<file path="config.mk">
export PLATFORM = sky130hd
export DESIGN_NAME = kto_front
export DESIGN_NICKNAME = d
export VERILOG_FILES = /design/src/sv/kto_pkg.sv /design/src/sv/kto_front.sv
export SDC_FILE = /design/constraint.sdc
export NUM_CORES = 1
export LEC_CHECK = 0
export BUFFER_PORTS_ARGS = -buffer_cell sky130_fd_sc_hd__buf_2
export CAP_MARGIN = 20
export CORE_MARGIN = 2
export CORE_UTILIZATION = 44
export DETAILED_ROUTE_END_ITERATION = 16
export PLACE_DENSITY = 0.9
export RECOVER_POWER = 50
export SLEW_MARGIN = 20
export SYNTH_ARGS = -nofsm -noshare
export SYNTH_HDL_FRONTEND = slang
export SYNTH_SLANG_ARGS = --single-unit
</file>
<file path="constraint.sdc">
create_clock -name clk -period 13.3 [get_ports clk]
set_clock_uncertainty 0.15 [all_clocks]
set_input_delay 2.66 -clock clk [delete_from_list [all_inputs] [get_ports clk]]
set_output_delay 2.66 -clock clk [all_outputs]
set_load 0.1 [all_outputs]
</file>
<file path="src/sv/kto_pkg.sv">
// Shared types, widths and codes for the keyed timeout table.
package kto_pkg;

    localparam int DEPTH      = 16;
    localparam int CNT_W      = $clog2(DEPTH + 1);
    localparam int KEY_W      = 32;
    localparam int DLY_W      = 14;
    localparam int IN_DLY_W   = 16;
    localparam int ELAPSED_W  = 16;
    localparam int STATUS_W   = 3;
    localparam int OPC_W      = 2;
    localparam int CFG_IDX_W  = 1;
    localparam int CFG_DATA_W = 14;
    localparam int S_TDATA_W  = 96;
    localparam int M_TDATA_W  = 64;
    localparam int Q_DEPTH    = 2;
    localparam int Q_PTR_W    = $clog2(Q_DEPTH);
    localparam int Q_CNT_W    = $clog2(Q_DEPTH + 1);

    localparam logic [CFG_IDX_W-1:0] REG_MIN_DELAY = 1'd0;
    localparam logic [CFG_IDX_W-1:0] REG_MAX_DELAY = 1'd1;

    localparam logic [DLY_W-1:0] MIN_DELAY_RST = 14'd2000;
    localparam logic [DLY_W-1:0] MAX_DELAY_RST = 14'd10000;

    typedef enum logic [OPC_W-1:0] {
        OPC_ARM    = 2'd0,
        OPC_DISARM = 2'd1,
        OPC_TICK   = 2'd2
    } opcode_t;

    typedef enum logic [STATUS_W-1:0] {
        ST_NEW     = 3'd0,
        ST_REFRESH = 3'd1,
        ST_IGNORED = 3'd2,
        ST_FULL    = 3'd3,
        ST_DISARM  = 3'd4,
        ST_EXPIRED = 3'd5,
        ST_NONE    = 3'd6
    } status_t;

    typedef enum logic [1:0] {
        CK_ARM,
        CK_IGNORE,
        CK_DISARM,
        CK_TICK
    } cmd_kind_t;

    typedef struct packed {
        cmd_kind_t              kind;
        logic [KEY_W-1:0]       owner;
        logic [KEY_W-1:0]       item;
        logic [DLY_W-1:0]       delay;    // already clamped
        logic [ELAPSED_W-1:0]   elapsed;
    } cmd_t;

    typedef enum logic {
        BK_IDLE,
        BK_SCAN
    } back_state_t;

endpackage

</file>
<file path="src/sv/kto_front.sv">
// Front end: takes input items, holds the delay limits, classifies and clamps.
module kto_front (
    input  logic                            clk,
    input  logic                            rst_n,
    input  logic                            s_tvalid,
    output logic                            s_tready,
    input  logic [kto_pkg::S_TDATA_W-1:0]   s_tdata,
    input  logic [kto_pkg::OPC_W-1:0]       s_tuser,
    input  logic                            cfg_we,
    input  logic [kto_pkg::CFG_IDX_W-1:0]   cfg_index,
    input  logic [kto_pkg::CFG_DATA_W-1:0]  cfg_data,
    output logic                            push,
    output kto_pkg::cmd_t                   cmd,
    input  logic                            full
);
    import kto_pkg::*;

    logic [DLY_W-1:0]     min_delay_reg;
    logic [DLY_W-1:0]     max_delay_reg;
    logic [KEY_W-1:0]     owner;
    logic [KEY_W-1:0]     item;
    logic [IN_DLY_W-1:0]  delay_in;
    logic [IN_DLY_W-1:0]  delay_lo;
    logic [IN_DLY_W-1:0]  min_ext;
    logic [IN_DLY_W-1:0]  max_ext;
    logic                 item_pos;

    always_ff @(posedge clk or negedge rst_n)
    begin
        if (!rst_n)
        begin
            min_delay_reg <= MIN_DELAY_RST;
            max_delay_reg <= MAX_DELAY_RST;
        end
        else if (cfg_we)
        begin
            case (cfg_index)
                REG_MIN_DELAY: min_delay_reg <= cfg_data;
                REG_MAX_DELAY: max_delay_reg <= cfg_data;
                default: ;
            endcase
        end
    end

    assign owner    = s_tdata[31:0];
    assign item     = s_tdata[63:32];
    assign delay_in = s_tdata[79:64];
    assign min_ext  = {{(IN_DLY_W-DLY_W){1'b0}}, min_delay_reg};
    assign max_ext  = {{(IN_DLY_W-DLY_W){1'b0}}, max_delay_reg};
    assign item_pos = !item[KEY_W-1] && (item != '0);

    assign s_tready = !full;
    assign push     = s_tvalid && !full;

    always_comb
    begin
        // raise to min first, then max wins if the limits cross
        delay_lo = (delay_in < min_ext) ? min_ext : delay_in;
        cmd.owner   = owner;
        cmd.item    = item;
        cmd.elapsed = s_tdata[95:80];
        cmd.delay   = (delay_lo > max_ext) ? max_delay_reg : delay_lo[DLY_W-1:0];
        case (opcode_t'(s_tuser))
            OPC_ARM:    cmd.kind = item_pos ? CK_ARM : CK_IGNORE;
            OPC_DISARM: cmd.kind = CK_DISARM;
            OPC_TICK:   cmd.kind = CK_TICK;
            default:    cmd.kind = CK_IGNORE;
        endcase
    end

endmodule

</file>
==> results.json <==
{
  "status": "finished, violations left",
  "violations": "max-capacitance violations, max-slew violations",
  "h-tree-depth": 1,
  "path_delay_family": "compound AO/OA/AOI/OAI gates",
  "hpwl_um": 6110,
  "crit_path_end_kind": "output pin",
  "grt-ovfl-total": 0,
  "synth_common_cells": "buf_4, inv_1, mux2_2",
  "start_kind": "primary input",
  "num_vias": 2231,
  "row_count": 29,
  "async_reset_ff_frac": 1.00,
  "post-place-cells": 410,
  "rsz0062_at_grt": "false",
  "drive_above_1_share": 0.525,
  "grt_max_degree": 29,
  "hold_path_class": "flip-flop to flip-flop",
  "avgSynthCellArea_um2": 9.39,
  "p_sw_frac": 0.519,
  "fin_ws_ns": 3.66,
  "clkLatencyLatePin_ns": 0.28,
  "die_w_um": 83.9,
  "ys_seq_area_frac": 0.255,
  "slew_violations": 29,
  "maxCapViolCount": 1,
  "cts_buffers": 3,
  "clockRootBuffer": "clkbuf_8",
  "syn_nets": 446,
  "hold-path-cell-count": 2,
  "path_clk_slew_ns": 0.09,
  "clockBufferDepth": 2,
  "cts_setup_buffers": 0,
  "final_cells": 414,
  "cp_slowest_stage_delay_ns": 0.70,
  "die_y_um": 83.9,
  "synth_top_cell_by_area": "buf_4",
  "path_buf_inv": 2,
  "crit_type": "primary input to output pin",
  "initial_core_util": 0.450,
  "hold_viol": 0,
  "io_buffers": 119,
  "area_delta_synth_final_pct": 3.83,
  "critPathMaxFanout": 14,
  "via_per_inst": 5.39,
  "grt_pass1_wl_um": 11200,
  "synth_top_area_share": 0.214,
  "io_pins": 216,
  "gp_congestion": 0.876,
  "power_frac_comb": 0.575,
  "grt_pass1_vias": 2336,
  "period_share": 0.725,
  "tritoncts": "built",
  "holdWs_ns": 0.368,
  "p_per_area_mw_per_mm2": 127,
  "core_mm2": 0.00624,
  "r2r_cells": 2,
  "drtAntennaViolNets": 0,
  "internal-power_uw": 177,
  "ys_top_cells_by_area": "buf_4, dfrtp_1, ha_1",
  "r2r_slack_ns": 12.28,
  "crit_cells": 15,
  "synth_seq_cells": 28,
  "yosysWarnings": 0,
  "arrival_ns": 6.83,
  "tightestPinTransition_ns": 1.54,
  "irDropWorstVdd_uv": 100,
  "synth.most_common_cell": "buf_4",
  "crit_required_ns": 10.49,
  "postSynthCellCount": 299,
  "p_switching_uw": 191,
  "grt_antenna_before_repair": 1,
  "grt_util_all_layers": 0.198,
  "die_area_mm2": 0.00703,
  "dr.first_iter.drc_count": 29,
  "power_leakage_nw": 1.53,
  "first_pass_iters": 4,
  "cts_sinks": 28,
  "antennaDiodeCount": 0,
  "synth_edf_count": 0,
  "finalCriticalPeriod_ns": 9.64,
  "pre_cts_ws_ns": 3.77,
  "postCtsHoldBufs": 0,
  "finalWirelength_um": 7220,
  "num-nets-final": 485,
  "drcViolationCount": 0,
  "ys.flop_type": "dfrtp_1",
  "setup-tns-final_ns": 0,
  "wl_per_cell_um": 17.4,
  "max_freq_mhz": 104,
  "crit_chain": "buf_2 > ha_1 > a211o_1 > a31oi_1 > o311ai_1 > a41o_2 > mux2_4 > ha_1 > nor2b_1 > o211ai_1 > a21oi_1 > o31ai_1 > a22o_1 > mux2_2 > buf_2",
  "ctsResizeCount": 0,
  "clkPwrFrac": 0.130,
  "cp_slowest_cell": "a22o_1",
  "max_slew_margin": -0.0239,
  "ys_types": 33,
  "seq_power_share": 0.294,
  "setup_viol": 0,
  "netlist_area_mm2": 0.00281
}
power by group through the flow:
| stage | registers (mW) | clock network (mW) | logic [mW] |
|---|---|---|---|
| 2_1_floorplan | 0.107 | 0 | 0.245 |
| 3_3_place_gp | 0.109 | 0 | 0.206 |
| 3_5_place_dp | 0.110 | 0 | 0.212 |
| 4_1_cts | 0.108 | 0.0497 | 0.213 |
| 5_1_grt | 0.110 | 0.0528 | 0.224 |
| 6_report | 0.109 | 0.0481 | 0.212 |
final timing paths:
| kind | endpoint | start |
|---|---|---|
| worst max-delay path | cmd[24] | s_tdata[66] |
| worst min-delay path | min_delay_reg[8]$_DFFE_PN1P_ | min_delay_reg[8]$_DFFE_PN1P_ |
| worst max register to register | min_delay_reg[6]$_DFFE_PN1P_ | min_delay_reg[6]$_DFFE_PN1P_ |
| worst min register to register | min_delay_reg[8]$_DFFE_PN1P_ | min_delay_reg[8]$_DFFE_PN1P_ |
| max in group asynchronous | max_delay_reg[11]$_DFFE_PN0P_ | rst_n |
| min in group asynchronous | max_delay_reg[1]$_DFFE_PN0P_ | rst_n |
layout by cell type, fill, tap and decap left out, drive strengths merged:
cell and instances:
buf 118, mux2 41, inv 31, ha 29
o21ai 19, dfrtp 17, nand2 15, dfstp 11
nor4 9, nand4 7, clkbuf 6, a21oi 5
nor3 4, nor2 4, nor2b 3, a211o 2
a21o 2, a211oi 2, mux2i 2, o211ai 2
nand2b 1, a31oi 1, o311ai 1, a41o 1
nand3 1, a21boi 1, o31ai 1, a22o 1
worst reg2reg max path, stage by stage (launching register included):
cell and delay, ns:
dfstp_2 0.55, inv_1 0.05, o21ai_0 0.19
metal layers:
metal	wire length [um]	part of all wire	vias to the layer above	global-route usage
met5	19	0.0026	-	0
met4	270	0.037	2	0.0997
met3	576	0.080	31	0.0514
met2	3720	0.51	128	0.367
met1	2640	0.37	1045	0.204
li1	-	-	1025	-
cell type report:
cell class | count | area (um^2)
Multi-Input combinational cell | 154 | 1340
Inverter | 31 | 116
Timing Repair Buffer | 120 | 598
Tap cell | 77 | 96.3
Clock buffer | 4 | 45.0
Fill cell | 602 | 3330
Sequential cell | 28 | 714
logic make-up (layout without fill, tap and decap cells):
family                     count (synthesis)  in the layout  share of synthesized area
DFF                                       28             28                      0.255
muxes                                     43             43                      0.185
and+or+nand+nor                           44             44                     0.0789
AOI/OAI and AO/OA                         38             38                     0.0856
buffers and inverters                    117            155                      0.267
adders and majority gates                 29             29                      0.129
metrics by stage:
step,power (mW),area (um^2),utilization
CTS,0.371,2920,0.468
global route,0.386,2910,0.467
global placement,0.315,2870,0.461
detailed placement,0.322,2870,0.461
floorplan,0.352,2810,-
finish,0.369,2910,0.467
Note: power is estimated with default switching activity, not from simulation.
