<file path="config.mk">
export PLATFORM = sky130hd
export DESIGN_NAME = kto_queue
export DESIGN_NICKNAME = d
export VERILOG_FILES = /design/src/sv/kto_pkg.sv /design/src/sv/kto_queue.sv
export SDC_FILE = /design/constraint.sdc
export NUM_CORES = 1
export LEC_CHECK = 0
export BUFFER_PORTS_ARGS = -buffer_cell sky130_fd_sc_hd__buf_2
export CAP_MARGIN = 20
export CORE_ASPECT_RATIO = 1.2
export CORE_UTILIZATION = 40
export CTS_BUF_LIST = sky130_fd_sc_hd__clkbuf_4 sky130_fd_sc_hd__clkbuf_8
export DETAILED_ROUTE_END_ITERATION = 10
export GPL_TIMING_DRIVEN = 0
export PLACE_DENSITY = 0.66
export SETUP_SLACK_MARGIN = 0.05
export SYNTH_ARGS = -nofsm -noshare
export SYNTH_HDL_FRONTEND = slang
export SYNTH_SLANG_ARGS = --single-unit
</file>
<file path="constraint.sdc">
create_clock -name clk -period 5.5 [get_ports clk]
set_clock_uncertainty 0.15 [all_clocks]
set_input_delay 0.825 -clock clk [delete_from_list [all_inputs] [get_ports clk]]
set_output_delay 0.825 -clock clk [all_outputs]
set_load 0.05 [all_outputs]
</file>
<file path="src/sv/kto_pkg.sv">
// Shared types, widths and codes for the keyed timeout table.
package kto_pkg;

    localparam int DEPTH      = 16;
    localparam int CNT_W      = $clog2(DEPTH + 1);
    localparam int KEY_W      = 32;
    localparam int DLY_W      = 14;
    localparam int IN_DLY_W   = 16;
    localparam int ELAPSED_W  = 16;
    localparam int STATUS_W   = 3;
    localparam int OPC_W      = 2;
    localparam int CFG_IDX_W  = 1;
    localparam int CFG_DATA_W = 14;
    localparam int S_TDATA_W  = 96;
    localparam int M_TDATA_W  = 64;
    localparam int Q_DEPTH    = 2;
    localparam int Q_PTR_W    = $clog2(Q_DEPTH);
    localparam int Q_CNT_W    = $clog2(Q_DEPTH + 1);

    localparam logic [CFG_IDX_W-1:0] REG_MIN_DELAY = 1'd0;
    localparam logic [CFG_IDX_W-1:0] REG_MAX_DELAY = 1'd1;

    localparam logic [DLY_W-1:0] MIN_DELAY_RST = 14'd2000;
    localparam logic [DLY_W-1:0] MAX_DELAY_RST = 14'd10000;

    typedef enum logic [OPC_W-1:0] {
        OPC_ARM    = 2'd0,
        OPC_DISARM = 2'd1,
        OPC_TICK   = 2'd2
    } opcode_t;

    typedef enum logic [STATUS_W-1:0] {
        ST_NEW     = 3'd0,
        ST_REFRESH = 3'd1,
        ST_IGNORED = 3'd2,
        ST_FULL    = 3'd3,
        ST_DISARM  = 3'd4,
        ST_EXPIRED = 3'd5,
        ST_NONE    = 3'd6
    } status_t;

    typedef enum logic [1:0] {
        CK_ARM,
        CK_IGNORE,
        CK_DISARM,
        CK_TICK
    } cmd_kind_t;

    typedef struct packed {
        cmd_kind_t              kind;
        logic [KEY_W-1:0]       owner;
        logic [KEY_W-1:0]       item;
        logic [DLY_W-1:0]       delay;    // already clamped
        logic [ELAPSED_W-1:0]   elapsed;
    } cmd_t;

    typedef enum logic {
        BK_IDLE,
        BK_SCAN
    } back_state_t;

endpackage

</file>
<file path="src/sv/kto_queue.sv">
// Two-entry command queue between the front end and the table engine.
module kto_queue (
    input  logic           clk,
    input  logic           rst_n,
    input  logic           push,
    input  kto_pkg::cmd_t  push_cmd,
    output logic           full,
    input  logic           pop,
    output kto_pkg::cmd_t  head_cmd,
    output logic           empty
);
    import kto_pkg::*;

    cmd_t                slot_reg [Q_DEPTH];
    logic [Q_PTR_W-1:0]  wr_ptr_reg;
    logic [Q_PTR_W-1:0]  rd_ptr_reg;
    logic [Q_CNT_W-1:0]  fill_reg;
    logic                do_push;
    logic                do_pop;

    assign full     = (fill_reg == Q_CNT_W'(Q_DEPTH));
    assign empty    = (fill_reg == '0);
    assign do_push  = push && !full;
    assign do_pop   = pop && !empty;
    assign head_cmd = slot_reg[rd_ptr_reg];

    always_ff @(posedge clk)
    begin
        if (do_push)
        begin
            slot_reg[wr_ptr_reg] <= push_cmd;
        end
    end

    always_ff @(posedge clk or negedge rst_n)
    begin
        if (!rst_n)
        begin
            wr_ptr_reg <= '0;
            rd_ptr_reg <= '0;
            fill_reg   <= '0;
        end
        else
        begin
            if (do_push)
            begin
                wr_ptr_reg <= wr_ptr_reg + 1'b1;
            end
            if (do_pop)
            begin
                rd_ptr_reg <= rd_ptr_reg + 1'b1;
            end
            if (do_push && !do_pop)
            begin
                fill_reg <= fill_reg + 1'b1;
            end
            else if (do_pop && !do_push)
            begin
                fill_reg <= fill_reg - 1'b1;
            end
        end
    end

endmodule

</file>
==> results of run 1 <==
power groups by stage:
stage / Sequential [mW] / Clock [mW] / Combinational (mW)
floorplan: 2.16 / 0 / 2.00
global placement: 2.19 / 0 / 2.48
detailed placement: 2.16 / 0 / 2.57
CTS: 2.12 / 1.08 / 2.58
global route: 2.15 / 1.14 / 2.65
finish: 2.12 / 1.05 / 2.54
per-stage QoR:
step,hold WS [ps],area [um^2],util [%],power (mW)
after global routing,351,9080,51.5,5.94
after floorplan,329,7240,-,4.16
after detailed placement,394,8610,48.8,4.72
after CTS,358,9080,51.5,5.78
final,397,9080,51.5,5.70
after global placement,344,8510,48.2,4.67
timing repair:
action | CTS | global route
hold buffers | 1 | 0
endpoints found under the hold margin | 4 | 0
buffers inserted | 0 | 0
setup endpoints to repair | 0 | 0
cell usage in the layout (no fill, tap or decap):
cell	instances
nand2b_1	1
xor2_1	2
clkbuf_8	17
ha_1	1
nor2_4	1
o21ai_0	1
xnor2_1	3
nand2_1	1
dfrtp_1	4
dlygate4sd3_1	1
mux2_4	30
bufinv_16	5
buf_6	5
buf_12	2
mux2_2	66
clkinv_1	3
buf_16	2
clkinvlp_4	2
buf_2	203
and3_4	1
edfxtp_1	192
inv_1	2
clkinv_4	1
inv_8	2
inv_6	2
nor2_1	2
synthesized netlist by cell type:
| master | count |
|---|---|
| xor2_1 | 2 |
| dfrtp_1 | 4 |
| buf_2 | 6 |
| inv_1 | 2 |
| edfxtp_1 | 192 |
| nand2_1 | 1 |
| mux2_4 | 30 |
| o21ai_0 | 1 |
| xnor2_1 | 3 |
| buf_6 | 5 |
| and3_1 | 1 |
| nand2b_1 | 1 |
| mux2_2 | 66 |
| ha_1 | 1 |
| nor2_1 | 3 |
cell families (layout without fill, tap and decap cells):
group | Yosys count | after routing | synth area share, %
compound gates | 1 | 1 | 0.0690
xor+xnor | 5 | 5 | 0.605
fa+ha+maj | 1 | 1 | 0.173
buf+inv | 13 | 247 | 1.30
flops | 196 | 196 | 81.0
mux | 96 | 96 | 16.5
simple gates | 6 | 6 | 0.380
routing by layer:
layer / part of all wire (%) / GRT usage (%) / up-vias
met5: 0 / 0 / -
met4: 1.1 / 5.37 / 0
met3: 7.2 / 5.38 / 10
met2: 53 / 25.0 / 127
met1: 39 / 15.8 / 1799
li1: - / - / 1694
worst max-delay path, delay by kind of cell (launching register included):
kind	cells	cell delay, ps
buffers and inverters	4	710
muxes	1	320
DFF	1	350
final cells by class:
| cell class | instances | area [um^2] | share of cell area, % |
|---|---|---|---|
| Inverter | 2 | 7.51 | 0.0827 |
| Tap cell | 220 | 275 | 3.03 |
| Clock buffer | 17 | 234 | 2.58 |
| Multi-Input combinational cell | 109 | 1290 | 14.3 |
| Buffer | 11 | 86.3 | 0.951 |
| Sequential cell | 196 | 5870 | 64.6 |
| Clock inverter | 15 | 225 | 2.48 |
| Timing Repair Buffer | 202 | 1090 | 12.0 |
path summary, 6_finish.rpt:
check                             start               to  slack, ps
setup / recovery             rd_ptr_reg     head_cmd[44]       2690
hold / removal             push_cmd[56]  slot_reg[1][56]        400
setup reg to reg            fill_reg[0]  slot_reg[0][40]       3150
hold reg to reg              wr_ptr_reg       wr_ptr_reg        410
max in group asynchronous         rst_n       rd_ptr_reg       4520
min in group asynchronous         rst_n      fill_reg[1]        550
==> metrics.md, run 1 <==
| Metric | Value |
|---|---|
| Status | `finished with violations` |
| Failing checks | `design-rule violations` |
| CTS clock-pin slew for the worst setup and hold paths | `100 ps` |
| Initial core utilization | `41.1%` |
| Syn Area/Cell | `22.8 um^2` |
| Flop pwr share | `37.1%` |
| Clock sinks | `196` |
| Hold Fails Final Rpt | `0` |
| CTS tree | `done` |
| Worst-case reg-to-reg path depth | `5` |
| Syn Nets | `419` |
| Routed WL per cell | `16.8 um` |
| Largest net degree at the start of global routing | `54` |
| Leakage dissipation | `3.49 nW` |
| # nets final | `640` |
| Fmax | `0.355 GHz` |
| Routed WL | `13000 um` |
| Routed Antenna Nets | `0` |
| Most frequent CP cell | `buf_6` |
| Clock Power Share | `18.4%` |
| DRC Markers | `28` |
| Die Height | `149 um` |
| WP data arrival | `1840 ps` |
| Fraction of layout cells with a size suffix above 1 | `61.4%` |
| DRT Pass-1 Iters | `7` |
| Fill cells | `1466` |
| Clock Latency Late Sink | `450 ps` |
| # diodes | `0` |
| Vias in the first global route | `3966` |
| Crit Path Max Fanout | `10` |
| Switching power | `2.37 mW` |
| Row cnt | `53` |
| Global placement routability congestion | `0.708` |
| Worst Hold Class | `primary input to flop` |
| Unrepaired setup endpoints after global routing | `no` |
| Max-capacitance violation count | `0` |
| Dpl hpwl | `8910 um` |
| Total track usage | `14.2%` |
| Slew Viols, Final | `0` |
| Top cells by area, synth | `edfxtp_1 80%, mux2_2 10%, mux2_4 6.2%` |
| Max clock buf depth | `2` |
| I/O Buffers | `197` |
| Fin cells | `772` |
| Switch share | `41.5%` |
| Logic pwr share | `44.5%` |
| Initial antenna violation count | `0` |
| Pre-CTS worst setup slack | `2820 ps` |
| Syn. warnings | `0` |
| Root buffer cell | `clkbuf_8` |
| Slowest-stage cell, CP | `dfrtp_1` |
| Element type at the critical path start | `flop` |
| Final setup violation count | `0` |
| Mapped Cells | `318` |
| Post-synth top area share | `79.6%` |
| Layout Area Growth over Synthesis | `25.4%` |
| CP Data Required Time | `4530 ps` |
| Worst vdd rail ir drop | `0.422 mV` |
| Largest area contributor in the netlist | `edfxtp_1` |
| Resize count post-CTS | `0` |
| Setup tns final | `0 ps` |
| Die area | `18600 um^2` |
| Tightest Pin Transition | `857 ps` |
| Post-synthesis register bit count | `196` |
| Final period util | `51.2%` |
| CP peak stage delay | `350 ps` |
| Kind of critical path | `flop to primary output` |
| DR vias | `3630` |
| Headroom to the max-slew limit | `42.7%` |
| P per Cell Area | `628 nW/um^2` |
| Synth cell types | `15` |
| Inst Count DP | `739` |
| GRT overflow | `0` |
| Die W | `125 um` |
| Period minus WS final | `2810 ps` |
| Cell Int Power | `3.34 mW` |
| Core area | `17600 um^2` |
| Seq/Total Area, Yosys | `81.0%` |
| Global-route wire length before repair | `19900 um` |
| Initial DRC Count | `186` |
| Crit end category | `primary output` |
| WHS Path Cells | `1` |
| Post-Syn Area | `7240 um^2` |
| Max reg flops | `192` |
| H-tree depth | `4` |
| Mean number of vias per cell | `4.70` |
| Critical-path cell list | `buf_6, buf_6, buf_6, mux2_4, buf_2` |
| Clock buffer count from CTS | `17` |
| Setup ws final | `2690 ps` |
| IO Count | `198` |
No activity file was read; power rests on OpenSTA's default activity.
==> inputs of run 2 (changes only) <==
--- a/config.mk
+++ b/config.mk
@@ -12,7 +12,6 @@
 export CTS_BUF_LIST = sky130_fd_sc_hd__clkbuf_4 sky130_fd_sc_hd__clkbuf_8
 export DETAILED_ROUTE_END_ITERATION = 10
 export GPL_TIMING_DRIVEN = 0
-export PLACE_DENSITY = 0.66
 export SETUP_SLACK_MARGIN = 0.05
 export SYNTH_ARGS = -nofsm -noshare
 export SYNTH_HDL_FRONTEND = slang
==> constraint.sdc (replaced) <==
create_clock -name clk -period 2.9 [get_ports clk]
set_clock_uncertainty 0.15 [all_clocks]
set_input_delay 0.435 -clock clk [delete_from_list [all_inputs] [get_ports clk]]
set_output_delay 0.435 -clock clk [all_outputs]
set_load 0.05 [all_outputs]
==> metrics.md, run 2 (synthesis results as in run 1) <==
| Metric | Value |
|---|---|
| Headroom to the max-slew limit | `58.5% (was 42.7%)` |
| Max clock buf depth | `2 (unchanged)` |
| Layout Area Growth over Synthesis | `37.1% (was 25.4%)` |
| Crit end category | `primary output (unchanged)` |
| Final Cell Area | `9930 um^2 (was 9080 um^2)` |
| Placement Cell Area | `8600 um^2 (was 8610 um^2)` |
| Global-route wire length before repair | `21500 um (was 19900 um)` |
| Mean number of vias per cell | `4.61 (was 4.70)` |
| I/O Buffers | `197 (unchanged)` |
| P per Cell Area | `1060 nW/um^2 (was 628 nW/um^2)` |
| DRC Markers | `22 (was 28)` |
| Inst Count DP | `739 (unchanged)` |
| Final period util | `83.8%` |
| Element type at the critical path start | `flop (unchanged)` |
| Setup tns final | `0 ps (unchanged)` |
| DRT Pass-1 Iters | `7 (unchanged)` |
| Hold Buf Count CTS | `96 (was 1)` |
| WHS | `33.3 ps (was 397 ps)` |
| Tightest Pin Transition | `623 ps (was 857 ps)` |
| Largest net degree at the start of global routing | `57 (was 54)` |
| Commonest non-fill, non-tap cells in the layout | `203 x buf_2, 192 x edfxtp_1, 96 x dlygate4sd3_1 (was 203 x buf_2, 192 x edfxtp_1, 66 x mux2_2)` |
| Fraction of layout cells with a size suffix above 1 | `52.9% (was 61.4%)` |
| Period minus WS final | `2430 ps` |
| Row cnt | `53 (unchanged)` |
| Core area | `17600 um^2 (unchanged)` |
| Vias in the first global route | `4404 (was 3966)` |
| Routed WL | `13800 um (was 13000 um)` |
| Slew Viols, Final | `0 (unchanged)` |
| Max-capacitance violation count | `0 (unchanged)` |
| Tot Pwr | `10.5 mW (was 5.70 mW)` |
| Max reg flops | `192 (unchanged)` |
| GRT overflow | `0 (unchanged)` |
| Total track usage | `15.2% (was 14.2%)` |
| IO Count | `198 (unchanged)` |
| Fmax | `0.412 GHz` |
| # diodes | `0 (unchanged)` |
| H-tree depth | `4 (unchanged)` |
| Final setup violation count | `0 (unchanged)` |
| Initial core utilization | `41.1% (unchanged)` |
| Root buffer cell | `clkbuf_8 (unchanged)` |
| Status | `finished with violations (unchanged)` |
| Resize count post-CTS | `0 (unchanged)` |
| Initial DRC Count | `196 (was 186)` |
| Leakage dissipation | `3.84 nW (was 3.49 nW)` |
| Clock Latency Late Sink | `450 ps (about the same)` |
| DR vias | `3997 (was 3630)` |
| # nets final | `735 (was 640)` |
| Clock sinks | `196 (unchanged)` |
| Failing checks | `design-rule violations (unchanged)` |
| Dpl hpwl | `8670 um (was 8910 um)` |
| CP Data Required Time | `2320 ps (was 4530 ps)` |
| Most common cell after layout, fill and taps aside | `buf_2 (unchanged)` |
| Fin cells | `867 (was 772)` |
| Global placement routability congestion | `0.669 (was 0.708)` |
| Post-layout util | `56.3% (was 51.5%)` |
| CTS clock-pin slew for the worst setup and hold paths | `90 ps (was 100 ps)` |
| Post-CTS setup buffers | `0 (unchanged)` |
| Pre-CTS worst setup slack | `753 ps (was 2820 ps)` |
| Die Height | `149 um (unchanged)` |
| Worst Hold Class | `primary input to flop (unchanged)` |
| Kind of critical path | `flop to primary output (unchanged)` |
| Die area | `18600 um^2 (unchanged)` |
| Clock buffer count from CTS | `17 (unchanged)` |
| Worst vdd rail ir drop | `0.625 mV (was 0.422 mV)` |
| WP data arrival | `1840 ps (about the same)` |
| Crit Path Max Fanout | `10 (unchanged)` |
| Die W | `125 um (unchanged)` |
| Setup ws final | `470 ps (was 2690 ps)` |
| Initial antenna violation count | `0 (unchanged)` |
| Fill cells | `1405 (was 1466)` |
| Hold Fails Final Rpt | `0 (unchanged)` |
| Routed WL per cell | `15.9 um (was 16.8 um)` |
| CTS tree | `done (unchanged)` |
| Unrepaired setup endpoints after global routing | `no (unchanged)` |
| Routed Antenna Nets | `0 (unchanged)` |
==> run 2: cell count changes in the layout (fill, tap and decap cells not counted) <==
cell,previous run,this run
clkinv_1,3,0
inv_8,2,4
clkinvlp_4,2,3
clkbuf_4,0,1
buf_16,2,1
buf_12,2,3
clkinv_2,0,2
dlygate4sd3_1,1,96
clkinv_4,1,3
bufinv_16,5,0
==> run 2: worst max-delay path, cell delays in order (launching register included) <==
cell,delay (ps)
dfrtp_1,350
buf_6,140
buf_6,180
buf_6,200
mux2_4,320
buf_2,210
==> run 2: final cells by class <==
cell class	count	area, um^2	area share [%]
well taps	220	275	2.77
clock inverters	14	121	1.22
inverters	2	7.51	0.0756
plain buffers	11	86.3	0.870
clock buffers	18	241	2.43
repair buffers	297	2030	20.5
flip-flops and latches	196	5870	59.1
multi-input cells	109	1290	13.0
==> run 2: final timing paths <==
check / from / endpoint / slack [ps] / cells after the start
setup / recovery: rd_ptr_reg / head_cmd[48] / 470 / 5
hold / removal: push_cmd[33] / slot_reg[0][33] / 30 / 1
setup reg to reg: fill_reg[0] / slot_reg[1][34] / 800 / 3
hold reg to reg: fill_reg[1] / fill_reg[1] / 380 / 1
max in group asynchronous: rst_n / rd_ptr_reg / 2300 / 2
min in group asynchronous: rst_n / wr_ptr_reg / 170 / 2
==> run 2: power breakdown <==
group,internal (mW),leakage [nW],switching (mW),total [mW]
logic,1.51,1.83,3.40,4.90
clock network,0.631,0.181,0.992,1.62
registers,3.86,1.83,0.152,4.01
==> run 2: layer usage <==
layer / routed length (um) / GRT usage [%]
met2: 7190 / 27.1
met3: 877 / 4.23
met4: 184 / 6.22
met1: 5510 / 17.2
met5: 0 / 0
